## config.mk

```make
export PLATFORM = sky130hd
export DESIGN_NAME = byte_ring_fifo_with_peek
export DESIGN_NICKNAME = d
export VERILOG_FILES = /design/src/sv/brf_pkg.sv /design/src/sv/brf_ram.sv /design/src/sv/brf_seq.sv /design/src/sv/byte_ring_fifo_with_peek.sv
export VERILOG_INCLUDE_DIRS = /design/src /design/src/sv
export SDC_FILE = /design/constraint.sdc
export NUM_CORES = 2
export LEC_CHECK = 0
export BUFFER_PORTS_ARGS = -buffer_cell sky130_fd_sc_hd__buf_2
export CAP_MARGIN = 10
export CORE_MARGIN = 1.5
export CORE_UTILIZATION = 60
export DETAILED_ROUTE_END_ITERATION = 7
export PLACE_DENSITY_LB_ADDON = 0.3
export SYNTH_ARGS = -nofsm -noshare
export SYNTH_HDL_FRONTEND = slang
export SYNTH_SLANG_ARGS = --single-unit
export TNS_END_PERCENT = 30
```

## constraint.sdc

```tcl
create_clock -name clk -period 11.5 [get_ports clk]
set_input_delay 2.3 -clock clk [delete_from_list [all_inputs] [get_ports clk]]
set_output_delay 2.3 -clock clk [all_outputs]
set_load 0.02 [all_outputs]
```

## src/sv/byte_ring_fifo_with_peek_defines.svh

```systemverilog
// Assertion macros for the byte ring FIFO.
// Each expects clk and rst to be visible where it is used.
`ifndef BYTE_RING_FIFO_WITH_PEEK_DEFINES_SVH
`define BYTE_RING_FIFO_WITH_PEEK_DEFINES_SVH

// Same-cycle implication check
`define BRF_CHECK(label, ante, cons, msg) \
  label: assert property (@(posedge clk) disable iff (rst) (ante) |-> (cons)) \
    else $error(msg);

// Next-cycle implication check
`define BRF_CHECK_NEXT(label, ante, cons, msg) \
  label: assert property (@(posedge clk) disable iff (rst) (ante) |=> (cons)) \
    else $error(msg);

`endif

```

## src/sv/brf_pkg.sv

```systemverilog
package brf_pkg;

  // Field widths
  localparam int CNT_W  = 9;
  localparam int DATA_W = 8;
  localparam int REQ_W  = 2;
  localparam int OFS_W  = 8;
  localparam int RUN_W  = 7;

  // Default sizing
  localparam int BRF_DEPTH   = 256;
  localparam int BRF_MAX_RUN = 64;

  // Request codes
  localparam logic [REQ_W-1:0] REQ_PUSH = 2'd0;
  localparam logic [REQ_W-1:0] REQ_POP  = 2'd1;
  localparam logic [REQ_W-1:0] REQ_PEEK = 2'd2;
  localparam logic [REQ_W-1:0] REQ_DROP = 2'd3;

  // One result item
  typedef struct packed {
    logic [DATA_W-1:0] data;
    logic              status;
    logic              last;
    logic [CNT_W-1:0]  level;
    logic [CNT_W-1:0]  free_space;
  } res_t;

  // p + n modulo depth, valid while p + n < 2 * depth
  function automatic logic [CNT_W-1:0] wrap_add(input logic [CNT_W-1:0] p,
                                                input logic [CNT_W-1:0] n,
                                                input logic [CNT_W-1:0] depth);
    logic [CNT_W:0] s;
    s = {1'b0, p} + {1'b0, n};
    if (s >= {1'b0, depth}) begin
      s = s - {1'b0, depth};
    end
    return s[CNT_W-1:0];
  endfunction

endpackage

```

## src/sv/brf_ram.sv

```systemverilog
module brf_ram #(
  parameter int WIDTH = 8,
  parameter int DEPTH = 256
) (
  input  logic                     clk,
  input  logic                     we,
  input  logic [$clog2(DEPTH)-1:0] waddr,
  input  logic [WIDTH-1:0]         wdata,
  input  logic                     re,
  input  logic [$clog2(DEPTH)-1:0] raddr,
  output logic [WIDTH-1:0]         rdata
);

  logic [WIDTH-1:0] mem [DEPTH];

  // Write port
  always_ff @(posedge clk) begin
    if (we) begin
      mem[waddr] <= wdata;
    end
  end

  // Registered read, held while re is low
  always_ff @(posedge clk) begin
    if (re) begin
      rdata <= mem[raddr];
    end
  end

endmodule

```

## src/sv/brf_seq.sv

```systemverilog
module brf_seq #(
  parameter int DEPTH   = 256,
  parameter int MAX_RUN = 64
) (
  input  logic                                       clk,
  input  logic                                       rst,
  input  logic                                       cfg_we,
  input  logic [brf_pkg::CNT_W-1:0]                  cfg_data,
  input  logic                                       in_valid,
  output logic                                       in_stall,
  input  logic [brf_pkg::REQ_W-1:0]                  req_type,
  input  logic [brf_pkg::DATA_W-1:0]                 data_in,
  input  logic [brf_pkg::OFS_W-1:0]                  start_offset,
  input  logic [brf_pkg::RUN_W-1:0]                  run_count,
  input  logic                                       out_take,
  output logic                                       res_valid,
  output brf_pkg::res_t                              res,
  output logic                                       mem_we,
  output logic [$clog2((DEPTH < 511) ? DEPTH : 511)-1:0] mem_waddr,
  output logic [brf_pkg::DATA_W-1:0]                 mem_wdata,
  output logic                                       mem_re,
  output logic [$clog2((DEPTH < 511) ? DEPTH : 511)-1:0] mem_raddr,
  input  logic [brf_pkg::DATA_W-1:0]                 mem_rdata
);
  import brf_pkg::*;

  // Usable depth is bounded by the 9-bit depth register
  localparam int EFF_DEPTH = (DEPTH < 511) ? DEPTH : 511;
  localparam int ADDR_W    = $clog2(EFF_DEPTH);
  localparam int RC_W      = $clog2(MAX_RUN + 1);
  localparam logic [CNT_W-1:0] DEPTH_MAX = CNT_W'(EFF_DEPTH);
  localparam logic [CNT_W-1:0] DEPTH_RST = CNT_W'((EFF_DEPTH < 256) ? EFF_DEPTH : 256);
  localparam logic [RUN_W-1:0] RUN_MAX   = RUN_W'(MAX_RUN);

  localparam logic ST_IDLE = 1'b0;
  localparam logic ST_RUN  = 1'b1;

  logic             state;
  logic [CNT_W-1:0] depth;
  logic [CNT_W-1:0] wp;
  logic [CNT_W-1:0] rp;
  logic [CNT_W-1:0] free_cnt;
  logic [CNT_W-1:0] ptr;
  logic [RC_W-1:0]  remain;
  logic             is_pop;
  logic             pend;
  logic             pend_last;
  logic [CNT_W-1:0] pend_free;

  logic             accept;
  logic             adv;
  logic             issue;
  logic [CNT_W-1:0] level;
  logic [OFS_W-1:0] start_eff;
  logic [CNT_W-1:0] need;
  logic             refuse_run;
  logic             is_push;
  logic             full;
  logic             start_run;
  logic             s_status;
  logic [CNT_W-1:0] s_free;
  logic [CNT_W-1:0] ptr_inc;
  logic [CNT_W-1:0] cfg_depth;

  // Request decode and admission checks
  assign level     = depth - free_cnt;
  assign in_stall  = (state != ST_IDLE) || pend || !out_take;
  assign accept    = in_valid && !in_stall;
  assign is_push   = (req_type == REQ_PUSH);
  assign full      = (free_cnt == '0);
  assign start_eff = (req_type == REQ_PEEK) ? start_offset : '0;
  assign need      = CNT_W'(start_eff) + CNT_W'(run_count);
  assign refuse_run = (run_count > RUN_MAX) || (need > level);
  assign start_run = accept && !is_push && !refuse_run && (run_count != '0) &&
                     (req_type != REQ_DROP);

  // Single-result outcome: push, refusal, drop or empty run
  always_comb begin
    s_status = 1'b0;
    s_free   = free_cnt;
    if (is_push) begin
      if (full) begin
        s_status = 1'b1;
      end else begin
        s_free = free_cnt - CNT_W'(1);
      end
    end else if (refuse_run) begin
      s_status = 1'b1;
    end else if (req_type != REQ_PEEK) begin
      s_free = free_cnt + CNT_W'(run_count);
    end
  end

  // Run read issue; one read in flight, held while the output is full
  assign adv     = !pend || out_take;
  assign issue   = (state == ST_RUN) && adv;
  assign ptr_inc = wrap_add(ptr, CNT_W'(1), depth);

  assign mem_we    = accept && is_push && !full;
  assign mem_waddr = wp[ADDR_W-1:0];
  assign mem_wdata = data_in;
  assign mem_re    = issue;
  assign mem_raddr = ptr[ADDR_W-1:0];

  // Result mux: read data in flight or a single result
  assign res_valid = (pend && out_take) || (accept && !start_run);
  always_comb begin
    if (pend) begin
      res.data       = mem_rdata;
      res.status     = 1'b0;
      res.last       = pend_last;
      res.level      = depth - pend_free;
      res.free_space = pend_free;
    end else begin
      res.data       = '0;
      res.status     = s_status;
      res.last       = 1'b1;
      res.level      = depth - s_free;
      res.free_space = s_free;
    end
  end

  // Clamp a written depth into 1..EFF_DEPTH
  always_comb begin
    cfg_depth = cfg_data;
    if (cfg_data == '0) begin
      cfg_depth = CNT_W'(1);
    end else if (cfg_data > DEPTH_MAX) begin
      cfg_depth = DEPTH_MAX;
    end
  end

  always_ff @(posedge clk) begin
    if (rst) begin
      state    <= ST_IDLE;
      depth    <= DEPTH_RST;
      free_cnt <= DEPTH_RST;
      wp       <= '0;
      rp       <= '0;
      pend     <= 1'b0;
    end else begin
      // Accept a request
      if (accept) begin
        if (start_run) begin
          state  <= ST_RUN;
          ptr    <= wrap_add(rp, CNT_W'(start_eff), depth);
          remain <= run_count[RC_W-1:0];
          is_pop <= (req_type == REQ_POP);
        end else begin
          free_cnt <= s_free;
          if (mem_we) begin
            wp <= wrap_add(wp, CNT_W'(1), depth);
          end
          if (!is_push && !refuse_run && (req_type != REQ_PEEK)) begin
            rp <= wrap_add(rp, CNT_W'(run_count), depth);
          end
        end
      end

      // Run: one byte per issued read
      if (issue) begin
        ptr       <= ptr_inc;
        remain    <= remain - RC_W'(1);
        pend      <= 1'b1;
        pend_last <= (remain == RC_W'(1));
        if (is_pop) begin
          rp        <= ptr_inc;
          free_cnt  <= free_cnt + CNT_W'(1);
          pend_free <= free_cnt + CNT_W'(1);
        end else begin
          pend_free <= free_cnt;
        end
        if (remain == RC_W'(1)) begin
          state <= ST_IDLE;
        end
      end else if (out_take) begin
        pend <= 1'b0;
      end

      // Depth write flushes the buffer
      if (cfg_we) begin
        depth    <= cfg_depth;
        free_cnt <= cfg_depth;
        wp       <= '0;
        rp       <= '0;
      end
    end
  end

endmodule

```

## src/sv/byte_ring_fifo_with_peek.sv

```systemverilog
// Byte ring FIFO with run pop, peek and drop.
// Config: depth_in_use_we writes depth_in_use (clamped to 1..min(DEPTH, 511)) and
// flushes the buffer; write only while the block is idle.
// Input channel: in_valid/in_stall carry one request (req_type, data_in,
// start_offset, run_count); accepted when in_valid is high and in_stall low.
// Output channel: out_valid/out_stall carry result items through an output
// register; each item reports status, level and free_space.
// Push, drop, refusals and empty runs give one item, visible the cycle after
// acceptance; the next request can be taken in that same cycle, so these
// requests sustain one per cycle while the output drains.
// Pop and peek runs read the byte store once per cycle through its one read
// port; each byte passes the store's registered read and then the output
// register, one byte per cycle while the output is not stalled; the block
// takes no new request until the last read has moved to the output register.
// A stalled output holds its item and pauses the run without loss.
// Reset (rst, synchronous) empties the buffer and sets depth to min(256, DEPTH);
// no clearing pass is needed, as only held bytes are ever read.
module byte_ring_fifo_with_peek #(
  parameter int DEPTH   = brf_pkg::BRF_DEPTH,
  parameter int MAX_RUN = brf_pkg::BRF_MAX_RUN
) (
  input  logic                        clk,
  input  logic                        rst,
  input  logic                        depth_in_use_we,
  input  logic [brf_pkg::CNT_W-1:0]   depth_in_use,
  input  logic                        in_valid,
  output logic                        in_stall,
  input  logic [brf_pkg::REQ_W-1:0]   req_type,
  input  logic [brf_pkg::DATA_W-1:0]  data_in,
  input  logic [brf_pkg::OFS_W-1:0]   start_offset,
  input  logic [brf_pkg::RUN_W-1:0]   run_count,
  output logic                        out_valid,
  input  logic                        out_stall,
  output logic [brf_pkg::DATA_W-1:0]  data_out,
  output logic                        status,
  output logic                        last,
  output logic [brf_pkg::CNT_W-1:0]   level,
  output logic [brf_pkg::CNT_W-1:0]   free_space
);
  import brf_pkg::*;

`include "byte_ring_fifo_with_peek_defines.svh"

  localparam int EFF_DEPTH = (DEPTH < 511) ? DEPTH : 511;
  localparam int ADDR_W    = $clog2(EFF_DEPTH);

  logic              out_take;
  logic              res_valid;
  res_t              res;
  res_t              ores;
  logic              mem_we;
  logic [ADDR_W-1:0] mem_waddr;
  logic [DATA_W-1:0] mem_wdata;
  logic              mem_re;
  logic [ADDR_W-1:0] mem_raddr;
  logic [DATA_W-1:0] mem_rdata;

  brf_seq #(
    .DEPTH   (DEPTH),
    .MAX_RUN (MAX_RUN)
  ) u_seq (
    .clk          (clk),
    .rst          (rst),
    .cfg_we       (depth_in_use_we),
    .cfg_data     (depth_in_use),
    .in_valid     (in_valid),
    .in_stall     (in_stall),
    .req_type     (req_type),
    .data_in      (data_in),
    .start_offset (start_offset),
    .run_count    (run_count),
    .out_take     (out_take),
    .res_valid    (res_valid),
    .res          (res),
    .mem_we       (mem_we),
    .mem_waddr    (mem_waddr),
    .mem_wdata    (mem_wdata),
    .mem_re       (mem_re),
    .mem_raddr    (mem_raddr),
    .mem_rdata    (mem_rdata)
  );

  brf_ram #(
    .WIDTH (DATA_W),
    .DEPTH (EFF_DEPTH)
  ) u_store (
    .clk   (clk),
    .we    (mem_we),
    .waddr (mem_waddr),
    .wdata (mem_wdata),
    .re    (mem_re),
    .raddr (mem_raddr),
    .rdata (mem_rdata)
  );

  // Output register: free, or being emptied this cycle
  assign out_take = !out_valid || !out_stall;

  always_ff @(posedge clk) begin
    if (rst) begin
      out_valid <= 1'b0;
    end else if (res_valid) begin
      out_valid <= 1'b1;
    end else if (!out_stall) begin
      out_valid <= 1'b0;
    end
  end

  always_ff @(posedge clk) begin
    if (res_valid) begin
      ores <= res;
    end
  end

  assign data_out   = ores.data;
  assign status     = ores.status;
  assign last       = ores.last;
  assign level      = ores.level;
  assign free_space = ores.free_space;

  // Checks
  `BRF_CHECK(a_no_overwrite, res_valid, out_take, "result offered while output held")
  `BRF_CHECK(a_refuse_shape, out_valid && status, (data_out == '0) && last,
             "refused item carries data or is not last")
  `BRF_CHECK(a_level_bound, out_valid,
             ({1'b0, level} + {1'b0, free_space}) <= (CNT_W + 1)'(EFF_DEPTH),
             "level plus free space exceeds depth")
  `BRF_CHECK_NEXT(a_run_holds_input, res_valid && !res.last, in_stall,
                  "input taken in the middle of a run")

endmodule

```

==> results.ini <==
[sta]
setup_viol=0
setup_slack_ps=3490
final.setup.tns_ps=0
finalHoldViolCount=0
period_share=0.697
fin_skew_ps=56.6
slew_headroom=0.168
min_period_ps=8010
worst_pin_slew_ps=1240
rsz0062_at_grt=false
slew_viol_final=0
hold_slack_ps=489
fmax_mhz=125

[floorplan]
die-area_um2=150000
die_h_um=388
io_pins=69
start_util=0.606
core_um2=146000
num_rows=140
die_x_um=388

[clocking]
clock-root-buffer=clkbuf_16
cts_sinks=2150
htree_levels=4
worst_skew_pair.late_latency_ps=850
hold_buffers=0
ctsResizeCount=0
tritoncts=done
path_clk_slew_ps=60
clockBufferDepth=3
postCtsSetupBuffers=0
cts_buffers=204

[job]
cap_viol_max_count=0

[synthesis]
synth-async-reset-ratio=0
ys_top_cells_by_count=edfxtp_1, mux4_2, nor2_1
syn_nets=4685
synthTopCellsByArea=edfxtp_1, mux4_2, nor2_1, mux2i_1, ha_1
synthMuxAreaShare=0.161
synth_enable_flop_cells=2111
synth_top_area_cell=edfxtp_1
synth_xor_area_frac=0.00968
ys_types=83
yosysMostFrequentCell=edfxtp_1
post_synth.cell_area_avg_um2=19.5
synth_compound_area_frac=0.0314
ys.flop_type=edfxtp_1
syn-cell-area_um2=88700
synth-simple-area-share=0.0394
synth_top_family_by_area=multiplexers
ys_warn_count=0
yosys.area_share.adder=0.0154
seq_area_frac_synth=0.723
syn_inst=4545
synth_top_area_share=0.715
ys_ff_latch=2150

[routing]
route.top_layer_used=met5
viasPerCell=6.77
wl_met2_um=102000
wl_met1_um=81200
wire_per_inst_um=31.7
dr.pass1.iters=6
wl_um=213000
via_count=45600
drt_iter0_drc=5934
wl_met3_um=20500
drc_errors=0
final_antenna_net_count=0

[placement]
place_ws_ps=2760
gp_congestion=0.930
port_buffers=68
place_inst=6348
dpl.hpwl_um=123000

[global_routing]
grt_pass1_vias=45200
grt_max_degree=154
track_usage=0.287
grt_antenna_before_repair=7
grt_pass1_wl_um=311000
overflow=0

[power_and_ir_drop]
peakVddDrop_mv=0.126
power_density_nw_per_um2=170
p_leak_nw=30.7

[run_status]
status=complete, no violations

[setup_path]
critical_path_class=in -> reg
cp_slowest_cell=nor2b_1
crit_path_end_kind=flop
cp.required_ps=12070
worstPathMaxFanout=13
critical_path.startpoint_type=input pin
cpMostUsedCell=ha_1
max_stage_delay_ps=640
cp.arrival_ps=8590

[worst_hold_path]
hold_class=reg -> reg

[final_layout]
drive_gt1_frac=0.219
final_cells=6728
syn2layout_area_growth_pct=9.54
nets=4778
post-route-util=0.664

==> critical path: cells and delay by family <==
family / cells / cell delay, ps
simple gates: 6 / 1890
fa+ha+maj: 6 / 1340
buf+inv: 1 / 210
mux: 1 / 260
compound gates: 11 / 2120
xor+xnor: 3 / 440
==> final timing paths <==
kind / from / end / slack, ps / cells after the start
hold / removal: u_seq.wp[8]$_SDFFE_PP0P_ / u_seq.wp[8]$_SDFFE_PP0P_ / 490 / 2
setup / recovery: req_type[1] / level[8]$_DFFE_PP_ / 3490 / 28
setup reg to reg: u_seq.free_cnt[1]$_SDFF_PP0_ / level[8]$_DFFE_PP_ / 5160 / 25
hold reg to reg: u_seq.wp[8]$_SDFFE_PP0P_ / u_seq.wp[8]$_SDFFE_PP0P_ / 490 / 2
==> per-layer routing <==
metal  GRT usage  up-vias
met5           0        -
met4       0.119        2
met3      0.0573      490
met2       0.450     2714
met1       0.400    23600
li1            -    18800
==> metrics by stage <==
step | total power [mW] | cell area [µm²]
global route | 17.0 | 97200
global placement | 10.1 | 90600
CTS | 16.6 | 97200
floorplan | 9.66 | 88700
finish | 16.6 | 97200
detailed placement | 10.1 | 90600
==> cells in the final DEF (no fill, tap or decap), types with 17 or more instances in the layout <==
| cell | synthesis | layout |
|---|---|---|
| edfxtp_1 | 2111 | 2111 |
| mux4_2 | 574 | 574 |
| nor2_1 | 342 | 342 |
| clkbuf_16 | 0 | 208 |
| nand2_1 | 151 | 139 |
| a21oi_1 | 124 | 123 |
| mux2i_1 | 120 | 120 |
| ha_1 | 93 | 93 |
| xnor2_1 | 72 | 72 |
| o21ai_0 | 69 | 69 |
| inv_1 | 61 | 61 |
| buf_2 | 75 | 61 |
| buf_4 | 16 | 56 |
| clkinv_1 | 1 | 52 |
| nor2b_1 | 45 | 45 |
| clkbuf_1 | 93 | 44 |
| a22oi_1 | 39 | 39 |
| dfxtp_1 | 39 | 39 |
| nand3_1 | 41 | 37 |
| nor3_1 | 37 | 37 |
| clkinv_2 | 0 | 37 |
| o22ai_1 | 29 | 29 |
| a211oi_1 | 28 | 28 |
| a31oi_1 | 26 | 26 |
| xor2_1 | 26 | 26 |
| and2_1 | 22 | 22 |
| bufinv_16 | 0 | 18 |
| nand4_1 | 17 | 17 |
| nand2b_1 | 17 | 17 |
==> state kept, by name, indices dropped and copies added, names as in the netlist, 7 cells and up <==
| name | flops |
|---|---|
| u_seq.ptr | 9 |
| level | 9 |
| u_seq.pend_free | 9 |
| u_seq.wp | 9 |
| u_store.mem | 2048 |
| u_store.rdata | 8 |
| u_seq.remain | 7 |
| u_seq.rp | 9 |
| u_seq.free_cnt | 9 |
| data_out | 8 |
| free_space | 9 |
| u_seq.depth | 9 |
==> power breakdown <==
| group | total (mW) | switching, mW | leakage (nW) | internal [mW] |
|---|---|---|---|---|
| Sequential | 8.69 | 0.0320 | 19.3 | 8.65 |
| Combinational | 1.27 | 0.786 | 8.21 | 0.480 |
| Clock | 6.60 | 2.88 | 3.19 | 3.72 |
| Total | 16.6 | 3.69 | 30.7 | 12.9 |
==> cell families (layout without fill, tap and decap cells) <==
group | count (synthesis) | after routing
compound gates | 428 | 428
fa+ha+maj | 105 | 105
flops | 2150 | 2150
mux | 706 | 706
buf+inv | 308 | 573
xor+xnor | 98 | 98
other cells | 0 | 1
simple gates | 750 | 750
==> cell type report <==
cell class,count,area (µm²)
clock inverters,126,1170
inverters,62,233
repair buffers,133,998
flip-flops and latches,2150,64200
well taps,1917,2400
fillers,9085,49100
multi-input cells,2087,22800
diodes,1,2.50
clock buffers,252,5370
Power figures use the tool's default switching activity.
